[src/rtl/core/halton_radical_inverse_core_assert.svh]
// Assertion macros for the radical inverse core.
// The macros expect signals named clk and rst_n in the including scope.
`ifndef HALTON_RADICAL_INVERSE_CORE_ASSERT_SVH
`define HALTON_RADICAL_INVERSE_CORE_ASSERT_SVH

// Same-cycle implication.
`define HRI_ASSERT_IMP(label, ante, cons) \
  label: assert property (@(posedge clk) disable iff (!rst_n) (ante) |-> (cons)) \
    else $error("radical inverse core: same-cycle check failed");

// Next-cycle implication.
`define HRI_ASSERT_NXT(label, ante, cons) \
  label: assert property (@(posedge clk) disable iff (!rst_n) (ante) |=> (cons)) \
    else $error("radical inverse core: next-cycle check failed");

`endif

[src/rtl/core/hri_pkg.sv]
`default_nettype none
package hri_pkg;

  localparam int IDX_W         = 32;
  localparam int RADIX_BITS    = 8;
  localparam int FRACTION_BITS = 24;
  localparam int DEN_W         = IDX_W + RADIX_BITS;
  localparam int MUL_W         = DEN_W + RADIX_BITS;
  localparam int DIV_BITS      = 8;
  localparam int DIV_CYC       = IDX_W / DIV_BITS;
  localparam int CNT_MAX       = (FRACTION_BITS > DIV_CYC) ? FRACTION_BITS : DIV_CYC;
  localparam int CNT_W         = $clog2(CNT_MAX);

  typedef logic [IDX_W-1:0]         index_t;
  typedef logic [RADIX_BITS-1:0]    radix_t;
  typedef logic [FRACTION_BITS-1:0] frac_t;
  typedef logic [DEN_W-1:0]         den_t;
  typedef logic [DIV_BITS-1:0]      digit_bits_t;

endpackage
`default_nettype wire

[src/rtl/core/hri_if.sv]
`default_nettype none
interface hri_in_if;
  import hri_pkg::*;

  logic   valid;
  logic   ready;
  index_t sample_index;
  radix_t radix;

  modport source (output valid, output sample_index, output radix, input ready);
  modport sink (input valid, input sample_index, input radix, output ready);
endinterface

interface hri_out_if;
  import hri_pkg::*;

  logic  valid;
  logic  ready;
  frac_t fraction;
  logic  bad_radix;

  modport source (output valid, output fraction, output bad_radix, input ready);
  modport sink (input valid, input fraction, input bad_radix, output ready);
endinterface
`default_nettype wire

[src/rtl/core/hri_div_unit.sv]
`default_nettype none
module hri_div_unit (
  input  wire hri_pkg::radix_t      rem_in,
  input  wire hri_pkg::digit_bits_t dividend_bits,
  input  wire hri_pkg::radix_t      divisor,
  output hri_pkg::radix_t           rem_out,
  output hri_pkg::digit_bits_t      quot_bits
);
  import hri_pkg::*;

  logic [RADIX_BITS:0] trial;
  logic [RADIX_BITS:0] dvs;
  radix_t              rem;

  // Eight restoring division steps; the remainder stays below the divisor when rem_in does.
  always_comb begin
    rem       = rem_in;
    quot_bits = '0;
    trial     = '0;
    dvs       = {1'b0, divisor};
    for (int i = DIV_BITS - 1; i >= 0; i--) begin
      trial = {rem, dividend_bits[i]};
      if (trial >= dvs) begin
        rem          = RADIX_BITS'(trial - dvs);
        quot_bits[i] = 1'b1;
      end else begin
        rem = trial[RADIX_BITS-1:0];
      end
    end
    rem_out = rem;
  end

endmodule
`default_nettype wire

[src/rtl/core/hri_mac_unit.sv]
`default_nettype none
module hri_mac_unit (
  input  wire hri_pkg::den_t   mul_a,
  input  wire hri_pkg::radix_t mul_b,
  input  wire hri_pkg::radix_t add_c,
  output hri_pkg::den_t        result
);
  import hri_pkg::*;

  logic [MUL_W-1:0] wide;

  // The sequencer guarantees the product fits in DEN_W bits.
  assign wide   = MUL_W'(mul_a) * MUL_W'(mul_b) + MUL_W'(add_c);
  assign result = wide[DEN_W-1:0];

endmodule
`default_nettype wire

[src/rtl/core/halton_radical_inverse_core.sv]
// The sequencer handles the D radix digits of the index (D from 0 to 32) in turn;
// a radix below two goes straight to the output step. Each digit divides the index
// by the radix on the shared 8-bit-per-cycle divider, then the shared multiplier
// updates numerator and denominator; binary long division of the 24 fraction bits
// and the output step follow. Words are taken only while idle; a stalled result word
// holds the sequencer. Reset (synchronous, active low) idles it and drops the output word.
`default_nettype none
`include "halton_radical_inverse_core_assert.svh"
module halton_radical_inverse_core (
  input wire clk,
  input wire rst_n,
  hri_in_if.sink    in_if,
  hri_out_if.source out_if
);
  import hri_pkg::*;

  localparam logic [2:0] ST_IDLE = 3'd0;
  localparam logic [2:0] ST_DIV  = 3'd1;
  localparam logic [2:0] ST_MULN = 3'd2;
  localparam logic [2:0] ST_MULD = 3'd3;
  localparam logic [2:0] ST_LDIV = 3'd4;
  localparam logic [2:0] ST_FIN  = 3'd5;

  logic [2:0]       state_r, state_nxt;
  logic [CNT_W-1:0] cnt_r, cnt_nxt;
  index_t           idx_r, idx_nxt;
  radix_t           b_r, b_nxt;
  radix_t           rem_r, rem_nxt;
  den_t             num_r, num_nxt;
  den_t             den_r, den_nxt;
  frac_t            frac_r, frac_nxt;
  logic             bad_r, bad_nxt;
  logic             out_valid_r, out_valid_nxt;
  frac_t            out_frac_r, out_frac_nxt;
  logic             out_bad_r, out_bad_nxt;

  radix_t       div_rem;
  digit_bits_t  div_q;
  den_t         mac_a;
  radix_t       mac_c;
  den_t         mac_res;
  logic [DEN_W:0] ld_shift;
  logic [DEN_W:0] ld_diff;
  logic         ld_ge;
  logic         in_acc;
  logic         load_out;

  hri_div_unit u_div (
    .rem_in       (rem_r),
    .dividend_bits(idx_r[IDX_W-1 -: DIV_BITS]),
    .divisor      (b_r),
    .rem_out      (div_rem),
    .quot_bits    (div_q)
  );

  assign mac_a = (state_r == ST_MULN) ? num_r : den_r;
  assign mac_c = (state_r == ST_MULN) ? rem_r : '0;

  hri_mac_unit u_mac (
    .mul_a (mac_a),
    .mul_b (b_r),
    .add_c (mac_c),
    .result(mac_res)
  );

  assign ld_shift = {num_r, 1'b0};
  assign ld_ge    = ld_shift >= {1'b0, den_r};
  assign ld_diff  = ld_shift - {1'b0, den_r};

  assign in_if.ready      = (state_r == ST_IDLE);
  assign in_acc           = in_if.valid && in_if.ready;
  assign load_out         = (state_r == ST_FIN) && (!out_valid_r || out_if.ready);
  assign out_if.valid     = out_valid_r;
  assign out_if.fraction  = out_frac_r;
  assign out_if.bad_radix = out_bad_r;

  always_comb begin
    state_nxt     = state_r;
    cnt_nxt       = cnt_r;
    idx_nxt       = idx_r;
    b_nxt         = b_r;
    rem_nxt       = rem_r;
    num_nxt       = num_r;
    den_nxt       = den_r;
    frac_nxt      = frac_r;
    bad_nxt       = bad_r;
    out_frac_nxt  = out_frac_r;
    out_bad_nxt   = out_bad_r;
    out_valid_nxt = out_if.ready ? 1'b0 : out_valid_r;
    case (state_r)
      ST_IDLE: begin
        if (in_acc) begin
          idx_nxt  = in_if.sample_index;
          b_nxt    = in_if.radix;
          rem_nxt  = '0;
          num_nxt  = '0;
          den_nxt  = DEN_W'(1);
          frac_nxt = '0;
          cnt_nxt  = '0;
          if (in_if.radix < RADIX_BITS'(2)) begin
            bad_nxt   = 1'b1;
            state_nxt = ST_FIN;
          end else begin
            bad_nxt   = 1'b0;
            state_nxt = (in_if.sample_index == '0) ? ST_LDIV : ST_DIV;
          end
        end
      end
      ST_DIV: begin
        idx_nxt = {idx_r[IDX_W-DIV_BITS-1:0], div_q};
        rem_nxt = div_rem;
        if (cnt_r == CNT_W'(DIV_CYC - 1)) begin
          cnt_nxt   = '0;
          state_nxt = ST_MULN;
        end else begin
          cnt_nxt = cnt_r + CNT_W'(1);
        end
      end
      ST_MULN: begin
        num_nxt   = mac_res;
        state_nxt = ST_MULD;
      end
      ST_MULD: begin
        den_nxt   = mac_res;
        rem_nxt   = '0;
        state_nxt = (idx_r == '0) ? ST_LDIV : ST_DIV;
      end
      ST_LDIV: begin
        num_nxt  = ld_ge ? ld_diff[DEN_W-1:0] : ld_shift[DEN_W-1:0];
        frac_nxt = {frac_r[FRACTION_BITS-2:0], ld_ge};
        if (cnt_r == CNT_W'(FRACTION_BITS - 1)) begin
          cnt_nxt   = '0;
          state_nxt = ST_FIN;
        end else begin
          cnt_nxt = cnt_r + CNT_W'(1);
        end
      end
      ST_FIN: begin
        if (load_out) begin
          out_valid_nxt = 1'b1;
          out_frac_nxt  = frac_r;
          out_bad_nxt   = bad_r;
          state_nxt     = ST_IDLE;
        end
      end
      default: begin
        state_nxt = ST_IDLE;
      end
    endcase
  end

  always_ff @(posedge clk) begin
    if (!rst_n) begin
      state_r     <= ST_IDLE;
      cnt_r       <= '0;
      out_valid_r <= 1'b0;
    end else begin
      state_r     <= state_nxt;
      cnt_r       <= cnt_nxt;
      out_valid_r <= out_valid_nxt;
    end
  end

  always_ff @(posedge clk) begin
    idx_r      <= idx_nxt;
    b_r        <= b_nxt;
    rem_r      <= rem_nxt;
    num_r      <= num_nxt;
    den_r      <= den_nxt;
    frac_r     <= frac_nxt;
    bad_r      <= bad_nxt;
    out_frac_r <= out_frac_nxt;
    out_bad_r  <= out_bad_nxt;
  end

  `HRI_ASSERT_NXT(a_bad_radix_fin, in_acc && (in_if.radix < RADIX_BITS'(2)), state_r == ST_FIN)
  `HRI_ASSERT_IMP(a_bad_frac_zero, out_valid_r && out_bad_r, out_frac_r == '0)
  `HRI_ASSERT_IMP(a_ldiv_num_lt_den, state_r == ST_LDIV, num_r < den_r)
  `HRI_ASSERT_IMP(a_div_radix_ok, state_r == ST_DIV, (b_r >= RADIX_BITS'(2)) && (rem_r < b_r))

endmodule
`default_nettype wire

[src/flat_wrapper.sv]
// flat-port wrapper written by rule: the top's interface ports become plain ports
module halton_radical_inverse_core_flat import hri_pkg::*;
  (clk, rst_n, in_if_valid, in_if_sample_index, in_if_radix, in_if_ready, out_if_valid, out_if_fraction, out_if_bad_radix, out_if_ready);
  hri_in_if in_if_i ();
  hri_out_if out_if_i ();
  input wire clk;
  input wire rst_n;
  input wire logic [$bits(in_if_i.valid)-1:0] in_if_valid;
  input wire logic [$bits(in_if_i.sample_index)-1:0] in_if_sample_index;
  input wire logic [$bits(in_if_i.radix)-1:0] in_if_radix;
  output wire logic [$bits(in_if_i.ready)-1:0] in_if_ready;
  output wire logic [$bits(out_if_i.valid)-1:0] out_if_valid;
  output wire logic [$bits(out_if_i.fraction)-1:0] out_if_fraction;
  output wire logic [$bits(out_if_i.bad_radix)-1:0] out_if_bad_radix;
  input wire logic [$bits(out_if_i.ready)-1:0] out_if_ready;
  assign in_if_i.valid = in_if_valid;
  assign in_if_i.sample_index = in_if_sample_index;
  assign in_if_i.radix = in_if_radix;
  assign in_if_ready = in_if_i.ready;
  assign out_if_valid = out_if_i.valid;
  assign out_if_fraction = out_if_i.fraction;
  assign out_if_bad_radix = out_if_i.bad_radix;
  assign out_if_i.ready = out_if_ready;
  halton_radical_inverse_core u_core (.clk(clk), .rst_n(rst_n), .in_if(in_if_i), .out_if(out_if_i));
endmodule
[config.mk]
export PLATFORM = sky130hd
export DESIGN_NAME = halton_radical_inverse_core_flat
export DESIGN_NICKNAME = d
export VERILOG_FILES = /design/src/rtl/core/hri_pkg.sv /design/src/rtl/core/hri_if.sv /design/src/rtl/core/hri_div_unit.sv /design/src/rtl/core/hri_mac_unit.sv /design/src/rtl/core/halton_radical_inverse_core.sv /design/src/flat_wrapper.sv
export VERILOG_INCLUDE_DIRS = /design/src /design/src/rtl/core
export SDC_FILE = /design/constraint.sdc
export NUM_CORES = 1
export LEC_CHECK = 0
export BUFFER_PORTS_ARGS = -buffer_cell sky130_fd_sc_hd__buf_4
export CORE_MARGIN = 5
export CORE_UTILIZATION = 65
export CTS_BUF_LIST = sky130_fd_sc_hd__clkbuf_4
export CTS_CLUSTER_DIAMETER = 50
export DETAILED_ROUTE_END_ITERATION = 7
export GPL_TIMING_DRIVEN = 0
export PLACE_DENSITY = 0.83
export SLEW_MARGIN = 20
export SYNTH_ARGS = -nofsm -noshare
export SYNTH_HDL_FRONTEND = slang
export SYNTH_SLANG_ARGS = --single-unit
[constraint.sdc]
create_clock -name clk -period 43.5 [get_ports clk]
set_input_delay 2.175 -clock clk [delete_from_list [all_inputs] [get_ports clk]]
set_output_delay 2.175 -clock clk [all_outputs]
set_load 0.01 [all_outputs]
* Yosys cells after proc, flatten, opt, wreduce, memory -nomap -nowiden
Index checks and enable logic that the tools add are counted.
** Word-level totals
- Output and inout bits :: 27
- Bits of input ports :: 44
- Register bits :: 187
** Cells by class
- Equal/unequal tests :: 11
- $mul :: 1
- Add/subtract/negate cells :: 11
- Magnitude comparators :: 10
- Muxes and demuxes :: 45
- Reductions and logical operators :: 22
** Operator list (count)
- $mux 40 :: 4
- $pmux 40 s3 :: 1
- $mux 8 :: 10
- $pmux 40 s2 :: 1
- $ge 9x8->1 :: 8
- $logic_not 32->1 :: 2
- $pmux 32 s2 :: 1
- $sub 8x8->8 :: 8
- $pmux 24 s2 :: 1
- $ge 41x40->1 :: 1
- $add 40x8->40 :: 1
- $mul 40x8->40 :: 1
- $sub 40x40->40 :: 1
- $mux 32 :: 1
- $mux 24 :: 1
- $pmux 8 s3 :: 1
- $mux 3 :: 7
- $pmux 3 s6 :: 1
- $reduce_and 2->1 :: 8
- $mux 5 :: 3
- $pmux 5 s3 :: 1
- $mux 1 :: 12
- $reduce_bool 3->1 :: 3
- $lt 8x2->1 const B :: 1
- other kinds (14) :: 21

* Logic depth before layout (Yosys ltp)
- Depth after elaboration :: 17
- Mapped depth :: 96

* Cells and area by module
From an unflattened synthesis, not the netlist that was laid out.
** Unflattened totals
- Cells, all modules :: 2701
- Area total of the unflattened synthesis :: 24129.4 um2
** Modules (own cells, without submodules)
- halton_radical_inverse_core :: instances 1, area an instance 10704.0 um2, cells each 1087, seq. area each 5525.3 um2
- hri_mac_unit :: instances 1, area an instance 9646.8 um2, cells each 1126, seq. area each 0.0 um2
- hri_div_unit :: instances 1, area an instance 3778.6 um2, cells each 488, seq. area each 0.0 um2

* Least setup slack after synthesis
No wires, ideal clock.
- Path kind :: register -> register
- Start point :: register u_core.b_r[1]
- End point :: register u_core.rem_r[1] (data pin)
- Period minus slack after synthesis :: 18.847 ns
- Cell stages (with the launch flop) :: 95
- Arrival :: 18.581 ns
- Required time :: 43.234 ns
- Setup slack :: 24.653 ns
- Path buffers :: 6
- Cell sequence :: edfxtp_1 clkbuf_1 inv_1 clkbuf_1 ha_1 nor2b_1 o2111ai_1 nand2_2 o31ai_4 buf_6 nor2_1 a21oi_1 inv_1 ha_1 nor2b_4 o31a_1 o31a_1 o31a_1 (+59 left out) a211oi_2 mux2_2 buf_6 mux2i_1 ha_1 a21o_1 a21o_1 a21o_1 a21o_1 a21o_1 a21oi_1 o21ai_0 a21o_1 or4b_4 mux2i_4 buf_6 mux2i_1 nor2_1
** Between the ends
- Longest elaborated chain between the ends :: 17
** RTL lines
- start: declaration :: RTL line halton_radical_inverse_core.sv:27 : radix_t b_r, b_nxt;
- start signal: assignment :: RTL line halton_radical_inverse_core.sv:166 : b_r <= b_nxt;
- $sub 8x8->8 / $ge 9x8->1 (equally long branches) :: RTL line hri_div_unit.sv:24, hri_div_unit.sv:23
- $mux 8 :: RTL line hri_div_unit.sv:23 : if (trial >= dvs) begin
- $sub 8x8->8 / $ge 9x8->1 (equally long branches) :: RTL line hri_div_unit.sv:24, hri_div_unit.sv:23
- $mux 8 :: RTL line hri_div_unit.sv:23
- $sub 8x8->8 / $ge 9x8->1 (equally long branches) :: RTL line hri_div_unit.sv:24, hri_div_unit.sv:23
- $mux 8 :: RTL line hri_div_unit.sv:23
- $sub 8x8->8 / $ge 9x8->1 (equally long branches) :: RTL line hri_div_unit.sv:24, hri_div_unit.sv:23
- $mux 8 :: RTL line hri_div_unit.sv:23
- $sub 8x8->8 / $ge 9x8->1 (equally long branches) :: RTL line hri_div_unit.sv:24, hri_div_unit.sv:23
- $mux 8 :: RTL line hri_div_unit.sv:23
- $sub 8x8->8 / $ge 9x8->1 (equally long branches) :: RTL line hri_div_unit.sv:24, hri_div_unit.sv:23
- $mux 8 :: RTL line hri_div_unit.sv:23
- $sub 8x8->8 / $ge 9x8->1 (equally long branches) :: RTL line hri_div_unit.sv:24, hri_div_unit.sv:23
- $mux 8 :: RTL line hri_div_unit.sv:23
- $ge 9x8->1 / $sub 8x8->8 (equally long branches) :: RTL line hri_div_unit.sv:23, hri_div_unit.sv:24
- $mux 8 (*) :: RTL line hri_div_unit.sv:23
- $pmux 8 s3 (*) :: RTL line halton_radical_inverse_core.sv:90 : case (state_r)
- end signal: assignment :: RTL line halton_radical_inverse_core.sv:167 : rem_r <= rem_nxt;
- end: declaration :: RTL line halton_radical_inverse_core.sv:28 : radix_t rem_r, rem_nxt;
Mark *: on every way between the ends. The rest lies on a longest branch, timed or not.
A chain may end at the register's enable or synchronous reset.

* Final worst setup path
- Start point :: register u_core.b_r[1]
- End point :: register u_core.rem_r[4] (data pin)
The elaborated chain is that of the path after synthesis.

==> results.toml <==
[timing]
setup_viol = 0
clock_skew_ps = 42.2
setup_slack_ps = 19890
min_period_over_period_pct = 54.3
tns_ps = 0
fmax_mhz = 42.4
period_needed_ps = 23610
hold_viol = 0
rsz0062_at_grt = "false"
final_max_slew_viol_count = 0
relSlewSlack_pct = 27.0
tightest_slew_ps = 1070

[clocking]
cts.reportedPaths.clkPinSlew_ps = 200
post_cts_buffers = 0
cts_buffer_depth = 2
cts_hold_buf = 0
clk_latency_ps = 660
cts_buffers = 17
cts_tree = "done"
root_buffer = "clkbuf_4"
cts_resized = 0
htreeDepth = 4
cts_num_sinks = 187

[floorplan]
start_util_pct = 65.6
die_h_um = 196
die_w_um = 196
dieArea_sq_mm = 0.0385
core_area_sq_mm = 0.0344
pin_count = 71
rows = 68

[global_route]
grt_pass1_wl_um = 100000
grt.total_usage_pct = 32.5
grt_overflow_total = 0
grt_pass1_vias = 19500
antenna_found_initial = 1
grt_max_degree = 33

[placement]
io_buffers = 70
place_congestion = 0.947
dp_worst_setup_slack_ps = 20280
place_hpwl_um = 49600

[status]
status = "finished clean"

[worst_setup_path]
r2r_end = "u_core.rem_r[4]"
critical_path_class = "register to register"
cp.arrival_ps = 24010
path_common_cell = "o21ai_0"
crit_fanout = 19
crit_path_top_delay_cell = "edfxtp_1"
reg2regPathDepth = 95
cp-end-kind = "register"
cp.required_ps = 43900
crit_path_start_kind = "register"
critPathMaxStageDelay_ps = 910
r2r_setup_slack_ps = 19890
r2r_start = "u_core.b_r[1]"

[route]
num_vias = 19200
post_drt_wl_per_cell_um = 20.2
vias_per_cell = 6.17
drt-initial-drc-count = 1710
wirelength_um = 62800
drc = 0
antenna_left = 0
drt-pass1-iter-count = 6

[synth]
netlist_area_sq_mm = 0.0225
postSynthAreaPerCell_sq_um = 8.86
synthFlopType = "edfxtp_1"
synth_fp_nets = 2993
ys_seq_area_share_pct = 24.5
synth-edff-count = 178
yosys_warnings = 0
ys_types = 77
synth_cells = 2544
async_reset_ff_share_pct = 0
ys_ff_latch = 187

[cells_and_area]
syn2layout_area_growth_pct = 6.87
layout_commonest_cell = "inv_1"
layout_common_cells = "inv_1, nor2_1, nand2_1"
num-fill-cells = 2704
final_nets = 3087
multi_input_area_sq_mm = 0.0154
layout-drive-gt1-share_pct = 6.22
seqCellArea_sq_mm = 0.00553

[min_path]
min_path_type = "register to register"
min_from = "u_core.frac_r[23]"
hold_end = "u_core.out_if.fraction[23]"
min_path_cells = 0

[job]
maxCapViolCount = 0
[layout make-up]
cell class	instances	area share, %
Timing Repair Buffer	75	2.51
Antenna cell	1	0.0104
Sequential cell	187	22.9
Clock inverter	15	0.883
Tap cell	455	2.36
Buffer	83	1.48
Clock buffer	17	0.530
Inverter	346	5.39
Multi-Input combinational cell	1928	63.9
[cell usage after synthesis, drive strengths merged (26+ instances only)]
cell type | n | share of area (%)
inv | 346 | 5.8
nor2 | 289 | 4.8
nand2 | 282 | 4.7
fa | 220 | 20
ha | 185 | 10
edfxtp | 178 | 24
a21oi | 144 | 3.2
o21ai | 113 | 2.5
a21o | 91 | 3.0
xnor2 | 69 | 2.7
clkbuf | 65 | 1.1
and2 | 51 | 1.4
nor2b | 43 | 1.2
xor2 | 41 | 1.6
and3 | 38 | 1.1
nand2b | 36 | 1.0
mux2i | 26 | 1.2
nand3 | 26 | 0.58
o22ai | 26 | 0.72
[critical path, delay by kind of cell (launching register included)]
kind                       cells  cell delay, ps
adders and majority gates      8            2510
DFF                            1             910
and+or+nand+nor               21            3500
muxes                          6            1920
buffers and inverters         12            2490
AOI/OAI and AO/OA             48           11980
[flip-flops by register name (all words and copies together), names as in the netlist]
| name | cells |
|---|---|
| u_core.b_r | 8 |
| u_core.num_r | 40 |
| u_core.bad_r | 1 |
| u_core.idx_r | 32 |
| u_core.cnt_r | 5 |
| u_core.out_if.bad_radix | 1 |
| u_core.out_if.valid | 1 |
| u_core.state_r | 3 |
| u_core.den_r | 40 |
| u_core.rem_r | 8 |
| u_core.out_if.fraction | 24 |
| u_core.frac_r | 24 |
[layer usage]
metal / GRT usage [%] / share of wire (%) / up-vias / routed length [um]
li1: - / - / 8748 / -
met2: 54.3 / 49 / 866 / 30500
met4: 14.5 / 4.7 / 0 / 2970
met5: 0 / 0 / - / 0
met3: 5.60 / 8.1 / 188 / 5090
met1: 41.6 / 39 / 9361 / 24200
[cells by family (layout without fill, tap and decap cells)]
kind of cell               Yosys count  after routing  share of synthesized area (%)
DFF                                187            187                           24.5
adders and majority gates          405            405                           29.8
buffers and inverters              429            536                           7.32
xor gates and xnor gates           110            110                           4.28
muxes                               43             43                           2.09
and+or+nand+nor                    854            854                           17.3
AOI/OAI and AO/OA                  516            516                           14.6
other                                0              1                              0
[per-stage QoR]
stage | std cells | instance area (sq um) | utilization (%) | hold slack [ps]
final | 3107 | 24100 | 70.1 | 446
after global routing | 3107 | 24100 | 70.1 | 440
after CTS | 3106 | 24100 | 70.1 | 438
after detailed placement | 3074 | 23700 | 69.1 | 412
after global placement | 3069 | 23600 | 68.7 | 400
after floorplan | 2544 | 22500 | - | 400
[how the worst max path moves through the flow]
stage             startpoint              end  slack (ps)
6_report       u_core.b_r[1]  u_core.rem_r[4]       19890
5_1_grt        u_core.b_r[1]  u_core.rem_r[5]       18230
4_1_cts        u_core.b_r[1]  u_core.rem_r[6]       20180
3_5_place_dp   u_core.b_r[1]  u_core.rem_r[6]       20280
3_3_place_gp   u_core.b_r[1]  u_core.rem_r[4]       20690
2_1_floorplan  u_core.b_r[1]  u_core.rem_r[1]       24650
Power is not shown: default switching activity piles up to over one toggle a cycle in this logic, so the estimate is an artifact.
